===== src/hdl/pwt_pkg.sv =====
// Types and constants of the protobuf wire tokenizer.
package pwt_pkg;

  localparam int unsigned MaxVarintBytes       = 10;
  localparam int unsigned DefMaxGroupNesting   = 255;
  localparam int unsigned ByteIdxW             = 4;
  localparam int unsigned DepthW               = 8;

  // Wire types carried in the low bits of a tag.
  localparam logic [2:0] WIRE_VARINT  = 3'd0;
  localparam logic [2:0] WIRE_FIXED64 = 3'd1;
  localparam logic [2:0] WIRE_LENGTH  = 3'd2;
  localparam logic [2:0] WIRE_SGROUP  = 3'd3;
  localparam logic [2:0] WIRE_EGROUP  = 3'd4;
  localparam logic [2:0] WIRE_FIXED32 = 3'd5;
  localparam logic [2:0] WIRE_BAD6    = 3'd6;
  localparam logic [2:0] WIRE_BAD7    = 3'd7;

  typedef enum logic [3:0] {
    TK_TAG            = 4'd0,
    TK_VARINT         = 4'd1,
    TK_FIXED32        = 4'd2,
    TK_FIXED64        = 4'd3,
    TK_LENGTH         = 4'd4,
    TK_PAYLOAD        = 4'd5,
    TK_BADWIRE        = 4'd6,
    TK_UNMATCHED_END  = 4'd7,
    TK_TRUNCATED      = 4'd8,
    TK_DEPTH_OVERFLOW = 4'd9
  } tok_kind_e;

  typedef struct packed {
    logic [7:0] data_byte;
    logic       end_of_stream;
  } in_item_t;

  typedef struct packed {
    tok_kind_e          token_kind;
    logic [7:0]         field_number;
    logic [2:0]         wire_code;
    logic [7:0]         nesting_depth;
    logic [63:0]        value_raw;
    logic signed [31:0] value_int32;
    logic signed [63:0] value_zigzag64;
    logic signed [31:0] value_zigzag32;
    logic               payload_last;
  } out_item_t;

  // Token handed from the decoder to the result register.
  typedef struct packed {
    logic              have;
    tok_kind_e         kind;
    logic [7:0]        field_number;
    logic [2:0]        wire_code;
    logic [DepthW-1:0] nesting_depth;
    logic [63:0]       raw;
    logic              last;
  } tok_t;

endpackage


===== src/hdl/protobuf_wire_tokenizer.sv =====
// Top level of the protobuf wire-format tokenizer.
//
//  channel | direction | handshake                 | payload
//  --------+-----------+---------------------------+-----------------------------
//  in      | input     | in_valid_i / in_ready_o   | in_item_i  (byte, end flag)
//  out     | output    | out_valid_o / out_ready_i | out_item_o (one token)
//
// One byte per clock while the output does not stall; a token shows in the result register
// once its byte moves on from the input register, and a byte that makes no token shows nothing.
// Parse state updates on the edge that moves the byte into the result stage.
// Reset clears all parse state and both valid flags; no clearing pass is needed.
// A stalled output holds the byte in the input register and blocks new bytes, even
// those that make no token; the cycle the stall releases takes a new byte again.
module protobuf_wire_tokenizer import pwt_pkg::*; #(
  parameter int unsigned MaxGroupNesting = DefMaxGroupNesting
) (
  input  logic      clk_i,
  input  logic      rst_ni,
  input  logic      in_valid_i,
  output logic      in_ready_o,
  input  in_item_t  in_item_i,
  output logic      out_valid_o,
  input  logic      out_ready_i,
  output out_item_t out_item_o
);

  logic     s1_valid_q, s1_valid_d;
  in_item_t s1_item_q;
  logic     out_free;
  logic     s1_adv;
  logic     in_load;
  tok_t     tok;

  // Advance the held byte whenever the result slot is free or draining.
  assign s1_adv     = s1_valid_q && out_free;
  assign in_ready_o = !s1_valid_q || s1_adv;
  assign in_load    = in_valid_i && in_ready_o;

  always_comb begin
    s1_valid_d = s1_valid_q;
    if (in_load) begin
      s1_valid_d = 1'b1;
    end else if (s1_adv) begin
      s1_valid_d = 1'b0;
    end
  end

  always_ff @(posedge clk_i or negedge rst_ni) begin
    if (!rst_ni) begin
      s1_valid_q <= 1'b0;
    end else begin
      s1_valid_q <= s1_valid_d;
    end
  end

  // Capture the incoming item; hold it while the output stalls.
  always_ff @(posedge clk_i) begin
    if (in_load) begin
      s1_item_q <= in_item_i;
    end
  end

  pwt_decoder #(
    .MaxGroupNesting(MaxGroupNesting)
  ) u_decoder (
    .clk_i (clk_i),
    .rst_ni(rst_ni),
    .step_i(s1_adv),
    .item_i(s1_item_q),
    .tok_o (tok)
  );

  pwt_result_reg u_result (
    .clk_i      (clk_i),
    .rst_ni     (rst_ni),
    .load_i     (s1_adv),
    .tok_i      (tok),
    .out_ready_i(out_ready_i),
    .free_o     (out_free),
    .out_valid_o(out_valid_o),
    .out_item_o (out_item_o)
  );

endmodule


===== src/hdl/pwt_decoder.sv =====
// Parse state registers and the one-byte decode step of the tokenizer.
module pwt_decoder import pwt_pkg::*; #(
  parameter int unsigned MaxGroupNesting = DefMaxGroupNesting
) (
  input  logic     clk_i,
  input  logic     rst_ni,
  input  logic     step_i,
  input  in_item_t item_i,
  output tok_t     tok_o
);

  localparam logic [2:0] PH_TAG     = 3'd0;
  localparam logic [2:0] PH_VARINT  = 3'd1;
  localparam logic [2:0] PH_FIX32   = 3'd2;
  localparam logic [2:0] PH_FIX64   = 3'd3;
  localparam logic [2:0] PH_LENGTH  = 3'd4;
  localparam logic [2:0] PH_PAYLOAD = 3'd5;

  localparam logic [ByteIdxW-1:0] VarintLastIdx = ByteIdxW'(MaxVarintBytes - 1);

  logic [2:0]          phase_q, phase_d;
  logic [63:0]         acc_q, acc_d;
  logic [ByteIdxW-1:0] idx_q, idx_d;
  logic [2:0]          wire_q, wire_d;
  logic [7:0]          field_q, field_d;
  logic [63:0]         rem_q, rem_d;
  logic [DepthW-1:0]   depth_q, depth_d;

  logic [7:0]          b;
  logic [ByteIdxW-1:0] vidx;
  logic [5:0]          vshamt;
  logic [63:0]         vacc;
  logic                vdone;
  logic [2:0]          fidx;
  logic [63:0]         facc;
  logic                fdone;
  logic [63:0]         rem_dec;
  logic                open;
  tok_t                tok;

  assign b      = item_i.data_byte;
  assign vidx   = (idx_q > VarintLastIdx) ? VarintLastIdx : idx_q;
  assign vshamt = 6'(32'(vidx) * 32'd7);
  assign vacc   = acc_q | (64'(b[6:0]) << vshamt);
  assign vdone  = !b[7] || (vidx == VarintLastIdx);
  assign fidx   = idx_q[2:0];
  assign facc   = acc_q | (64'(b) << {fidx, 3'b000});
  assign fdone  = (phase_q == PH_FIX32) ? (fidx >= 3'd3) : (fidx == 3'd7);
  assign rem_dec = rem_q - 64'd1;

  always_comb begin
    phase_d = phase_q;
    acc_d   = acc_q;
    idx_d   = idx_q;
    wire_d  = wire_q;
    field_d = field_q;
    rem_d   = rem_q;
    depth_d = depth_q;

    tok.have          = 1'b0;
    tok.kind          = TK_TAG;
    tok.field_number  = field_q;
    tok.wire_code     = wire_q;
    tok.nesting_depth = '0;
    tok.raw           = '0;
    tok.last          = 1'b0;

    unique case (phase_q)
      PH_VARINT, PH_LENGTH: begin
        if (vdone) begin
          tok.have = 1'b1;
          tok.raw  = vacc;
          acc_d    = '0;
          idx_d    = '0;
          if (phase_q == PH_VARINT) begin
            tok.kind = TK_VARINT;
            phase_d  = PH_TAG;
          end else begin
            tok.kind = TK_LENGTH;
            rem_d    = vacc;
            phase_d  = (vacc == 64'd0) ? PH_TAG : PH_PAYLOAD;
          end
        end else begin
          acc_d = vacc;
          idx_d = vidx + 1'b1;
        end
      end
      PH_FIX32, PH_FIX64: begin
        if (fdone) begin
          tok.have = 1'b1;
          tok.raw  = facc;
          tok.kind = (phase_q == PH_FIX32) ? TK_FIXED32 : TK_FIXED64;
          acc_d    = '0;
          idx_d    = '0;
          phase_d  = PH_TAG;
        end else begin
          acc_d = facc;
          idx_d = ByteIdxW'(fidx) + 1'b1;
        end
      end
      PH_PAYLOAD: begin
        tok.have = 1'b1;
        tok.kind = TK_PAYLOAD;
        tok.raw  = 64'(b);
        rem_d    = rem_dec;
        if (rem_dec == 64'd0) begin
          tok.last = 1'b1;
          phase_d  = PH_TAG;
        end
      end
      default: begin
        // Tag phase; unused codes fall back to it.
        phase_d = PH_TAG;
        if (vdone) begin
          acc_d            = '0;
          idx_d            = '0;
          tok.have         = 1'b1;
          tok.raw          = vacc;
          tok.field_number = vacc[10:3];
          tok.wire_code    = vacc[2:0];
          field_d          = vacc[10:3];
          wire_d           = vacc[2:0];
          if (vacc[2:0] == WIRE_BAD6 || vacc[2:0] == WIRE_BAD7) begin
            tok.kind = TK_BADWIRE;
          end else if (vacc[2:0] == WIRE_SGROUP) begin
            if (depth_q >= DepthW'(MaxGroupNesting)) begin
              tok.kind = TK_DEPTH_OVERFLOW;
            end else begin
              depth_d = depth_q + 1'b1;
            end
          end else if (vacc[2:0] == WIRE_EGROUP) begin
            if (depth_q == '0) begin
              tok.kind = TK_UNMATCHED_END;
            end else begin
              depth_d = depth_q - 1'b1;
            end
          end else if (vacc[2:0] == WIRE_VARINT) begin
            phase_d = PH_VARINT;
          end else if (vacc[2:0] == WIRE_FIXED64) begin
            phase_d = PH_FIX64;
          end else if (vacc[2:0] == WIRE_FIXED32) begin
            phase_d = PH_FIX32;
          end else begin
            phase_d = PH_LENGTH;
          end
        end else begin
          acc_d = vacc;
          idx_d = vidx + 1'b1;
        end
      end
    endcase

    tok.nesting_depth = depth_d;

    if (item_i.end_of_stream) begin
      open = (phase_d != PH_TAG) || (idx_d != '0) || (depth_d != '0);
      if (open && !(tok.have && (tok.kind == TK_BADWIRE ||
                                 tok.kind == TK_UNMATCHED_END ||
                                 tok.kind == TK_DEPTH_OVERFLOW))) begin
        tok.have         = 1'b1;
        tok.kind         = TK_TRUNCATED;
        tok.raw          = '0;
        tok.last         = 1'b0;
        tok.field_number = field_d;
        tok.wire_code    = wire_d;
      end
      tok.nesting_depth = '0;
      phase_d = PH_TAG;
      acc_d   = '0;
      idx_d   = '0;
      wire_d  = '0;
      field_d = '0;
      rem_d   = '0;
      depth_d = '0;
    end else begin
      open = 1'b0;
    end
  end

  assign tok_o = tok;

  always_ff @(posedge clk_i or negedge rst_ni) begin
    if (!rst_ni) begin
      phase_q <= PH_TAG;
      acc_q   <= '0;
      idx_q   <= '0;
      wire_q  <= '0;
      field_q <= '0;
      rem_q   <= '0;
      depth_q <= '0;
    end else if (step_i) begin
      phase_q <= phase_d;
      acc_q   <= acc_d;
      idx_q   <= idx_d;
      wire_q  <= wire_d;
      field_q <= field_d;
      rem_q   <= rem_d;
      depth_q <= depth_d;
    end
  end

endmodule


===== src/hdl/pwt_result_reg.sv =====
// Result register of the tokenizer and the derived value views.
module pwt_result_reg import pwt_pkg::*; (
  input  logic      clk_i,
  input  logic      rst_ni,
  input  logic      load_i,
  input  tok_t      tok_i,
  input  logic      out_ready_i,
  output logic      free_o,
  output logic      out_valid_o,
  output out_item_t out_item_o
);

  logic valid_q, valid_d;
  tok_t tok_q;

  assign free_o = !valid_q || out_ready_i;

  always_comb begin
    valid_d = valid_q;
    if (load_i) begin
      valid_d = tok_i.have;
    end else if (out_ready_i) begin
      valid_d = 1'b0;
    end
  end

  always_ff @(posedge clk_i or negedge rst_ni) begin
    if (!rst_ni) begin
      valid_q <= 1'b0;
    end else begin
      valid_q <= valid_d;
    end
  end

  // Payload holds unless a new token is loaded.
  always_ff @(posedge clk_i) begin
    if (load_i) begin
      tok_q <= tok_i;
    end
  end

  assign out_valid_o               = valid_q;
  assign out_item_o.token_kind     = tok_q.kind;
  assign out_item_o.field_number   = tok_q.field_number;
  assign out_item_o.wire_code      = tok_q.wire_code;
  assign out_item_o.nesting_depth  = tok_q.nesting_depth;
  assign out_item_o.value_raw      = tok_q.raw;
  assign out_item_o.value_int32    = signed'(tok_q.raw[31:0]);
  assign out_item_o.value_zigzag64 = signed'({1'b0, tok_q.raw[63:1]} ^ {64{tok_q.raw[0]}});
  assign out_item_o.value_zigzag32 = signed'({1'b0, tok_q.raw[31:1]} ^ {32{tok_q.raw[0]}});
  assign out_item_o.payload_last   = tok_q.last;

endmodule


===== config.mk =====
export PLATFORM = sky130hd
export DESIGN_NAME = protobuf_wire_tokenizer
export DESIGN_NICKNAME = d
export VERILOG_FILES = /design/src/hdl/pwt_pkg.sv /design/src/hdl/protobuf_wire_tokenizer.sv /design/src/hdl/pwt_decoder.sv /design/src/hdl/pwt_result_reg.sv
export SDC_FILE = /design/constraint.sdc
export NUM_CORES = 1
export LEC_CHECK = 0
export BUFFER_PORTS_ARGS = -buffer_cell sky130_fd_sc_hd__buf_2
export CAP_MARGIN = 20
export CELL_PAD_IN_SITES_DETAIL_PLACEMENT = 1
export CELL_PAD_IN_SITES_GLOBAL_PLACEMENT = 2
export CORE_MARGIN = 2
export CORE_UTILIZATION = 32
export DETAILED_ROUTE_END_ITERATION = 12
export GPL_TIMING_DRIVEN = 0
export PLACE_DENSITY = 0.86
export SETUP_SLACK_MARGIN = 0.15
export SLEW_MARGIN = 5
export SYNTH_ARGS = -nofsm -noshare
export SYNTH_HDL_FRONTEND = slang
export SYNTH_SLANG_ARGS = --single-unit
export TNS_END_PERCENT = 20

===== constraint.sdc =====
create_clock -name clk_i -period 6.38 [get_ports clk_i]
set_input_delay 1.276 -clock clk_i [delete_from_list [all_inputs] [get_ports clk_i]]
set_output_delay 1.276 -clock clk_i [all_outputs]
set_load 0.05 [all_outputs]

==> reports/qor.yml, run 1 <==
power:
  p_int_mw: 5.815
  power_density_nw_per_um2: 666.0
  power.share.clock_pct: 13.6
  comb_power_share_pct: 70.0
  irDropWorstVdd_v: 0.0002859
  p_leak_nw: 8.826
  p_switching_mw: 8.180
  switching_share_pct: 58.45
  pwr-share-seq_pct: 16.4
floorplanning:
  io_pins: 231
  die_w_um: 234.2
  fp.dieH_um: 234.2
  initial_core_util_pct: 32.34
  num_rows: 84
  dieArea_sq_um: 54860
  coreArea_sq_um: 52450
timing:
  finalHoldViolations: 0
  drv_slew: 0
  slew_headroom_pct: 16.61
  setup_viol: 0
  hold_ws_ns: 0.5080
  rsz0062_at_grt: "true"
  worst_slew_pin_slew_ns: 1.246
  skew_ns: 0.05114
  fmax_ghz: 0.1615
  fin_crit_sh_pct: 97.06
  fin_crit_ns: 6.192
place:
  place.gp.congestion: 0.9895
  io_buffers: 230
  hpwl_um: 63750
final_layout:
  nets: 2319
  final_cell_mix: "242 x buf_2, 168 x o21ai_0, 165 x nor2_1, 162 x a21oi_1, 155 x dfrtp_1"
  fill_cells: 6182
  layout-drive-gt1-share_pct: 22.14
  ff_latch_area_sq_um: 6818
  multi_input_area_sq_um: 9465
  layout_commonest_cell: "buf_2"
  final_core_util_pct: 40.07
  area_growth_pct: 23.90
yosys:
  syn_avg_cell_area_sq_um: 8.540
  syn_area_sq_um: 16960
  synth.ff_latch_count: 253
  yosysSeqAreaShare_pct: 40.19
  synth_warnings: 0
  synthDistinctLibCells: 81
  syn_inst: 1986
  async_flop_share_pct: 61.66
  synth_edf_count: 97
  synthFlopType: "dfrtp_1"
  synth_nets: 2016
clock_network:
  numCtsBuffers: 30
  clock_sinks: 253
  cts_tree: "yes"
  clkTransAtPathRegs_ns: 0.06
  htree_num_levels: 1
  root_buffer: "clkbuf_16"
  clk_path_buf_depth: 3
  clock_latency_ns: 0.62
detailed_routing:
  drc: 0
  drt_pass1_iterations: 5
  vias: 18540
  viasPerCell: 6.175
  drt_iter0_drc: 2099
  ant_nets: 0
  wl_per_cell_um: 28.17
  totalWireLength_um: 84610
grt:
  overflow: 0
  antenna_found_initial: 1
  grt_max_degree: 87
  grt_pass1_wl_um: 122500
  grt_usage_pct: 30.01
  grt_pass1_vias: 17930
hold_path:
  hp-class: "reg -> reg"
  worstHoldEndpoint: "u_decoder.wire_q[2]"
  hold-path-cell-count: 1
  hp-start: "u_decoder.wire_q[2]"
setup_path:
  crit_required_ns: 6.79
  r2r_setup_slack_ns: 0.19
  timing.rr.start: "u_decoder.idx_q[1]"
  r2r_end: "u_result.out_item_o[0]"
  crit_path_end_kind: "flop"
  cp_data_arrival_time_ns: 6.60
  start_kind: "flop"
  r2r_cells: 23
  cpMaxStageDelayCell: "fa_2"
  slowest_delay_ns: 0.63
  cp_cell_sequence: "clkbuf_8 > clkinv_4 > ha_2 > o21ba_4 > nor2_4 > nor2_1 > fa_1 > inv_1 > fa_2 > clkbuf_8 > nor2_1 > a22oi_1 > o31ai_2 > buf_4 > a21oi_4 > o21ai_0 > nor3_2 > nand4_1 > o31ai_2 > a21oi_1 > o21ai_4 > buf_6 > nor3b_2"
  worstSetupPathType: "reg -> reg"
  critPathMaxFanout: 10
job:
  drv_cap: 0
run_status:
  status: "finished, final reports clean"
-- synth_stat cells (8+ instances only) --
cell type / number / area share, %
a31oi_1: 45 / 1.7
and3_1: 10 / 0.37
nand2b_1: 13 / 0.48
o31ai_1: 10 / 0.44
nand4_1: 25 / 0.92
o21ai_0: 170 / 5.0
a22oi_1: 23 / 1.0
or4_1: 12 / 0.53
o22ai_1: 120 / 4.4
xnor2_1: 16 / 0.83
ha_1: 15 / 1.1
or3_1: 14 / 0.52
buf_4: 65 / 2.9
nor2b_1: 11 / 0.41
nor3_1: 64 / 1.9
a211oi_1: 9 / 0.40
dfrtp_1: 156 / 23
xor2_1: 73 / 3.8
edfxtp_1: 97 / 17
inv_1: 28 / 0.62
and2_1: 69 / 2.5
buf_1: 15 / 0.33
nor2_1: 169 / 3.7
a21oi_1: 174 / 5.1
a22o_1: 90 / 4.6
a41oi_1: 8 / 0.41
nand3_1: 34 / 1.0
clkbuf_1: 125 / 2.8
a221oi_1: 8 / 0.41
nand3b_1: 9 / 0.40
nor4_1: 33 / 1.2
nand2_1: 146 / 3.2
-- cell type report --
class,instances,area share (%)
multi-input combinational,1485,45.05
inverter,30,0.6014
tap,688,4.097
sequential,253,32.45
timing repair buffer,272,7.241
clock buffer,36,3.775
clock inverter,20,1.256
buffer,217,5.514
antenna,2,0.02382
-- registers in the layout (all words and copies together), names as in the netlist --
signal	count
s1_item_q	9
s1_valid_q	1
u_decoder.acc_q	64
u_decoder.depth_q	8
u_decoder.field_q	8
u_decoder.idx_q	4
u_decoder.phase_q	3
u_decoder.rem_q	64
u_decoder.wire_q	3
u_result.out_item_o	88
u_result.out_valid_o	1
-- how the worst max path moves through the flow --
| stage | startpoint | end | slack (ns) | cells past startpoint |
|---|---|---|---|---|
| 2_1_floorplan | u_decoder.idx_q[1] | u_result.out_item_o[215] | 0.20 | 23 |
| 3_3_place_gp | u_decoder.idx_q[1] | u_result.out_item_o[165] | -2.89 | 23 |
| 3_5_place_dp | u_decoder.idx_q[1] | u_result.out_item_o[0] | -2.82 | 23 |
| 4_1_cts | u_decoder.idx_q[3] | u_result.out_item_o[100] | 0.19 | 23 |
| 5_1_grt | u_decoder.idx_q[1] | u_result.out_item_o[171] | 0.15 | 24 |
| 6_report | u_decoder.idx_q[1] | u_result.out_item_o[0] | 0.19 | 23 |
-- power by group through the flow --
stage	sequential [mW]	combinational, mW	clock, mW
detailed placement	2.32	8.91	0
global placement	2.32	8.73	0
global route	2.33	10.2	1.99
floorplan	2.84	5.51	0
finish	2.29	9.80	1.91
CTS	2.29	9.46	1.93
-- logic make-up after synthesis --
kind of cell	count (synthesis)	share of synthesized area, %
AO/OA/AOI/OAI	726	27.14
AND/OR/NAND/NOR	645	19.06
flip-flops	253	40.19
buffers and inverters	248	7.134
XOR/XNOR	90	4.692
adder cells (fa/ha/maj)	17	1.343
multiplexers	7	0.4426
-- layer usage --
metal / global-route usage (%) / wire length (um) / part of all wire (%)
met1: 40.11 / 34710 / 41
met5: 0 / 0 / 0
met2: 48.67 / 38980 / 46
met4: 12.44 / 3852 / 4.6
met3: 4.195 / 7061 / 8.3
-- worst max-delay path, delay by kind of cell (launching register included) --
kind,cells,cell delay [ns]
flip-flops,1,0.38
buffers and inverters,6,1.09
AND/OR/NAND/NOR,6,1.18
adder cells (fa/ha/maj),3,1.46
AO/OA/AOI/OAI,8,1.89
-- per-stage QoR --
stage / setup TNS [ns] / instance area, sq um / power [mW] / setup slack, ns / cells
6_report: 0 / 21010 / 13.99 / 0.1877 / 3003
5_1_grt: 0 / 21010 / 14.51 / 0.1499 / 3001
4_1_cts: 0 / 20840 / 13.67 / 0.1856 / 2996
3_5_place_dp: -199.72 / 19170 / 11.23 / -2.823 / 2919
3_3_place_gp: -216.13 / 18970 / 11.05 / -2.894 / 2904
2_1_floorplan: 0 / 16960 / 8.342 / 0.1994 / 1986
-- what timing repair did --
action | in CTS | in global routing
setup endpoints to repair | 150 | 70
setup buffers | 22 | 5
hold buffers | 0 | 0
resized for setup | 96 | 36
pin swaps | 15 | 11
No activity file was read; power rests on OpenSTA's default activity.
==> run 2: changes to the inputs <==
--- a/config.mk
+++ b/config.mk
@@ -12,11 +12,13 @@
 export CORE_MARGIN = 2
 export CORE_UTILIZATION = 32
 export DETAILED_ROUTE_END_ITERATION = 12
+export GPL_ROUTABILITY_DRIVEN = 0
 export GPL_TIMING_DRIVEN = 0
 export PLACE_DENSITY = 0.86
 export SETUP_SLACK_MARGIN = 0.15
 export SLEW_MARGIN = 5
 export SYNTH_ARGS = -nofsm -noshare
 export SYNTH_HDL_FRONTEND = slang
+export SYNTH_HIERARCHICAL = 1
 export SYNTH_SLANG_ARGS = --single-unit
 export TNS_END_PERCENT = 20
==> reports/qor.yml, run 2 <==
floorplanning:
  num_rows: 85
  io_pins: 231
  dieArea_sq_um: 55670
  die_w_um: 235.9
  fp.dieH_um: 235.9
  initial_core_util_pct: 32.18
  coreArea_sq_um: 53500
hold_path:
  hp-start: "u_decoder/field_q[5]"
  hp-class: "reg -> reg"
yosys:
  synth_common_cells: "245 x a21oi_1, 175 x nor2_1, 156 x dfrtp_1"
  synth-compound-area-share_pct: 29.81
  yosys.cell_count.top_type: "a21oi_1"
  netlist.top_cell.by_area: "dfrtp_1"
  yosysSeqAreaShare_pct: 39.60
  synthFlopType: "dfrtp_1"
  synth_top_family_by_area: "compound AO/OA/AOI/OAI gates"
  synth_mux_area_share_pct: 1.047
  async_flop_share_pct: 61.66
  synth_fa_ha_area_share_pct: 1.396
  synthSimpleGateAreaFrac_pct: 16.34
  syn_avg_cell_area_sq_um: 8.646
  syn_area_sq_um: 17210
  synth_nets: 2022
  synth_area_leaders: "dfrtp_1 23%, edfxtp_1 17%, a21oi_1 7.1%"
  synthDistinctLibCells: 84
  synth_warnings: 6
  synth_top_area_share_pct: 22.68
  synth_edf_count: 97
  synth.ff_latch_count: 253
  synth-xor-area-share_pct: 4.172
  syn_inst: 1991
setup_path:
  cp_data_arrival_time_ns: 6.63
  worstSetupPathType: "reg -> reg"
  slowest_delay_ns: 0.69
  start_kind: "flop"
  crit_path_end_kind: "flop"
  crit_family: "buffers and inverters"
  crit_required_ns: 6.75
  critPathMaxFanout: 10
  cpMaxStageDelayCell: "fa_2"
  startpoint: "u_decoder/idx_q[0]"
  crit_buf_inv: 12
  timing.rr.start: "u_decoder/idx_q[0]"
detailed_routing:
  drt_iter0_drc: 2333
  drt_pass1_iterations: 6
  wl_per_cell_um: 27.66
  ant_nets: 0
  vias: 19330
  totalWireLength_um: 83740
  drc: 0
  viasPerCell: 6.385
timing:
  finalHoldViolations: 0
  fmax_ghz: 0.1598
  slew_headroom_pct: 17.87
  rsz0062_at_grt: "false"
  skew_ns: 0.01796
  fin_crit_ns: 6.256
  setup_viol: 0
  fin_crit_sh_pct: 98.06
  drv_slew: 0
  worst_slew_pin_slew_ns: 1.232
  hold_ws_ns: 0.5137
final_layout:
  final_core_util_pct: 40.37
  largest_reg_flops: 88
  nets: 2337
  ff_latch_area_sq_um: 6818
  layout-drive-gt1-share_pct: 24.21
  fill_cells: 6303
  final_cell_mix: "233 x buf_2, 229 x a21oi_1, 164 x nor2_1, 155 x dfrtp_1, 144 x o21ai_0"
  layout_commonest_cell: "buf_2"
  area_growth_pct: 25.45
  multi_input_area_sq_um: 9793
job:
  drv_cap: 0
clock_network:
  numCtsBuffers: 30
  cts_tree: "yes"
  clk_path_buf_depth: 3
  clock_latency_ns: 0.59
  htree_num_levels: 1
  clock_sinks: 253
  clkTransAtPathRegs_ns: 0.06
  root_buffer: "clkbuf_16"
grt:
  grt_max_degree: 90
  grt_pass1_wl_um: 122800
  grt_pass1_vias: 18990
  grt_usage_pct: 28.65
  antenna_found_initial: 0
  overflow: 0
place:
  hpwl_um: 60230
  io_buffers: 230
run_status:
  status: "finished, final reports clean"
==> run 2: what timing repair did <==
action                     CTS  global route
hold buffers                 0             0
hold endpoints to repair     0             0
setup endpoints to repair  230            70
gates resized for setup    130            44
buffers inserted            26            20
cloned                       0             1
pin swaps                   23            15
==> run 2: cell families after synthesis <==
family | after synthesis
AO/OA/AOI/OAI | 789
AND/OR/NAND/NOR | 569
buffers and inverters | 263
flip-flops | 253
XOR/XNOR | 82
adder cells (fa/ha/maj) | 18
multiplexers | 17
==> run 2: final timing paths <==
| path | to | slack, ns | cells past startpoint |
|---|---|---|---|
| worst max-delay path | u_result/out_item_o[99] | 0.12 | 28 |
| worst min-delay path | u_decoder/field_q[5] | 0.51 | 1 |
| worst max register to register | u_result/out_item_o[99] | 0.12 | 28 |
| worst min register to register | u_decoder/field_q[5] | 0.51 | 1 |
| max in group asynchronous | u_decoder/acc_q[57] | 4.75 | 2 |
| min in group asynchronous | u_decoder/depth_q[7] | 0.65 | 1 |
==> run 2: routing by layer <==
| metal | track usage (%) | part of all wire (%) | routed length, um | vias up |
|---|---|---|---|---|
| met5 | 0 | 0 | 0 | - |
| met4 | 14.21 | 5.9 | 4932 | 0 |
| met3 | 5.617 | 9.8 | 8221 | 331 |
| met2 | 46.56 | 46 | 38160 | 1260 |
| met1 | 36.36 | 39 | 32430 | 9601 |
| li1 | - | - | - | 8134 |
==> run 2: per-stage QoR <==
step	std cells	TNS [ns]	setup WS (ns)	area (sq um)
floorplan	1991	0	0.1575	17270
global placement	2917	-215.40	-2.324	19290
detailed placement	2921	-193.34	-2.245	19380
CTS	3003	0	0.08685	21240
global route	3026	0	0.07819	21590
finish	3027	0	0.1240	21590
==> run 2: cell type report <==
cell class              count  share of cell area, %
diodes                      1                0.01159
plain buffers             222                  5.806
clock buffers              39                  3.917
clock inverters            17                 0.9908
inverters                  41                 0.7880
multi-input cells        1475                  45.35
flip-flops and latches    253                  31.57
well taps                 696                  4.033
repair buffers            283                  7.532
Power of run 2 is left out: the tool's default activity adds up to more than one toggle a clock period on the data nets, which glitch-free logic cannot reach.
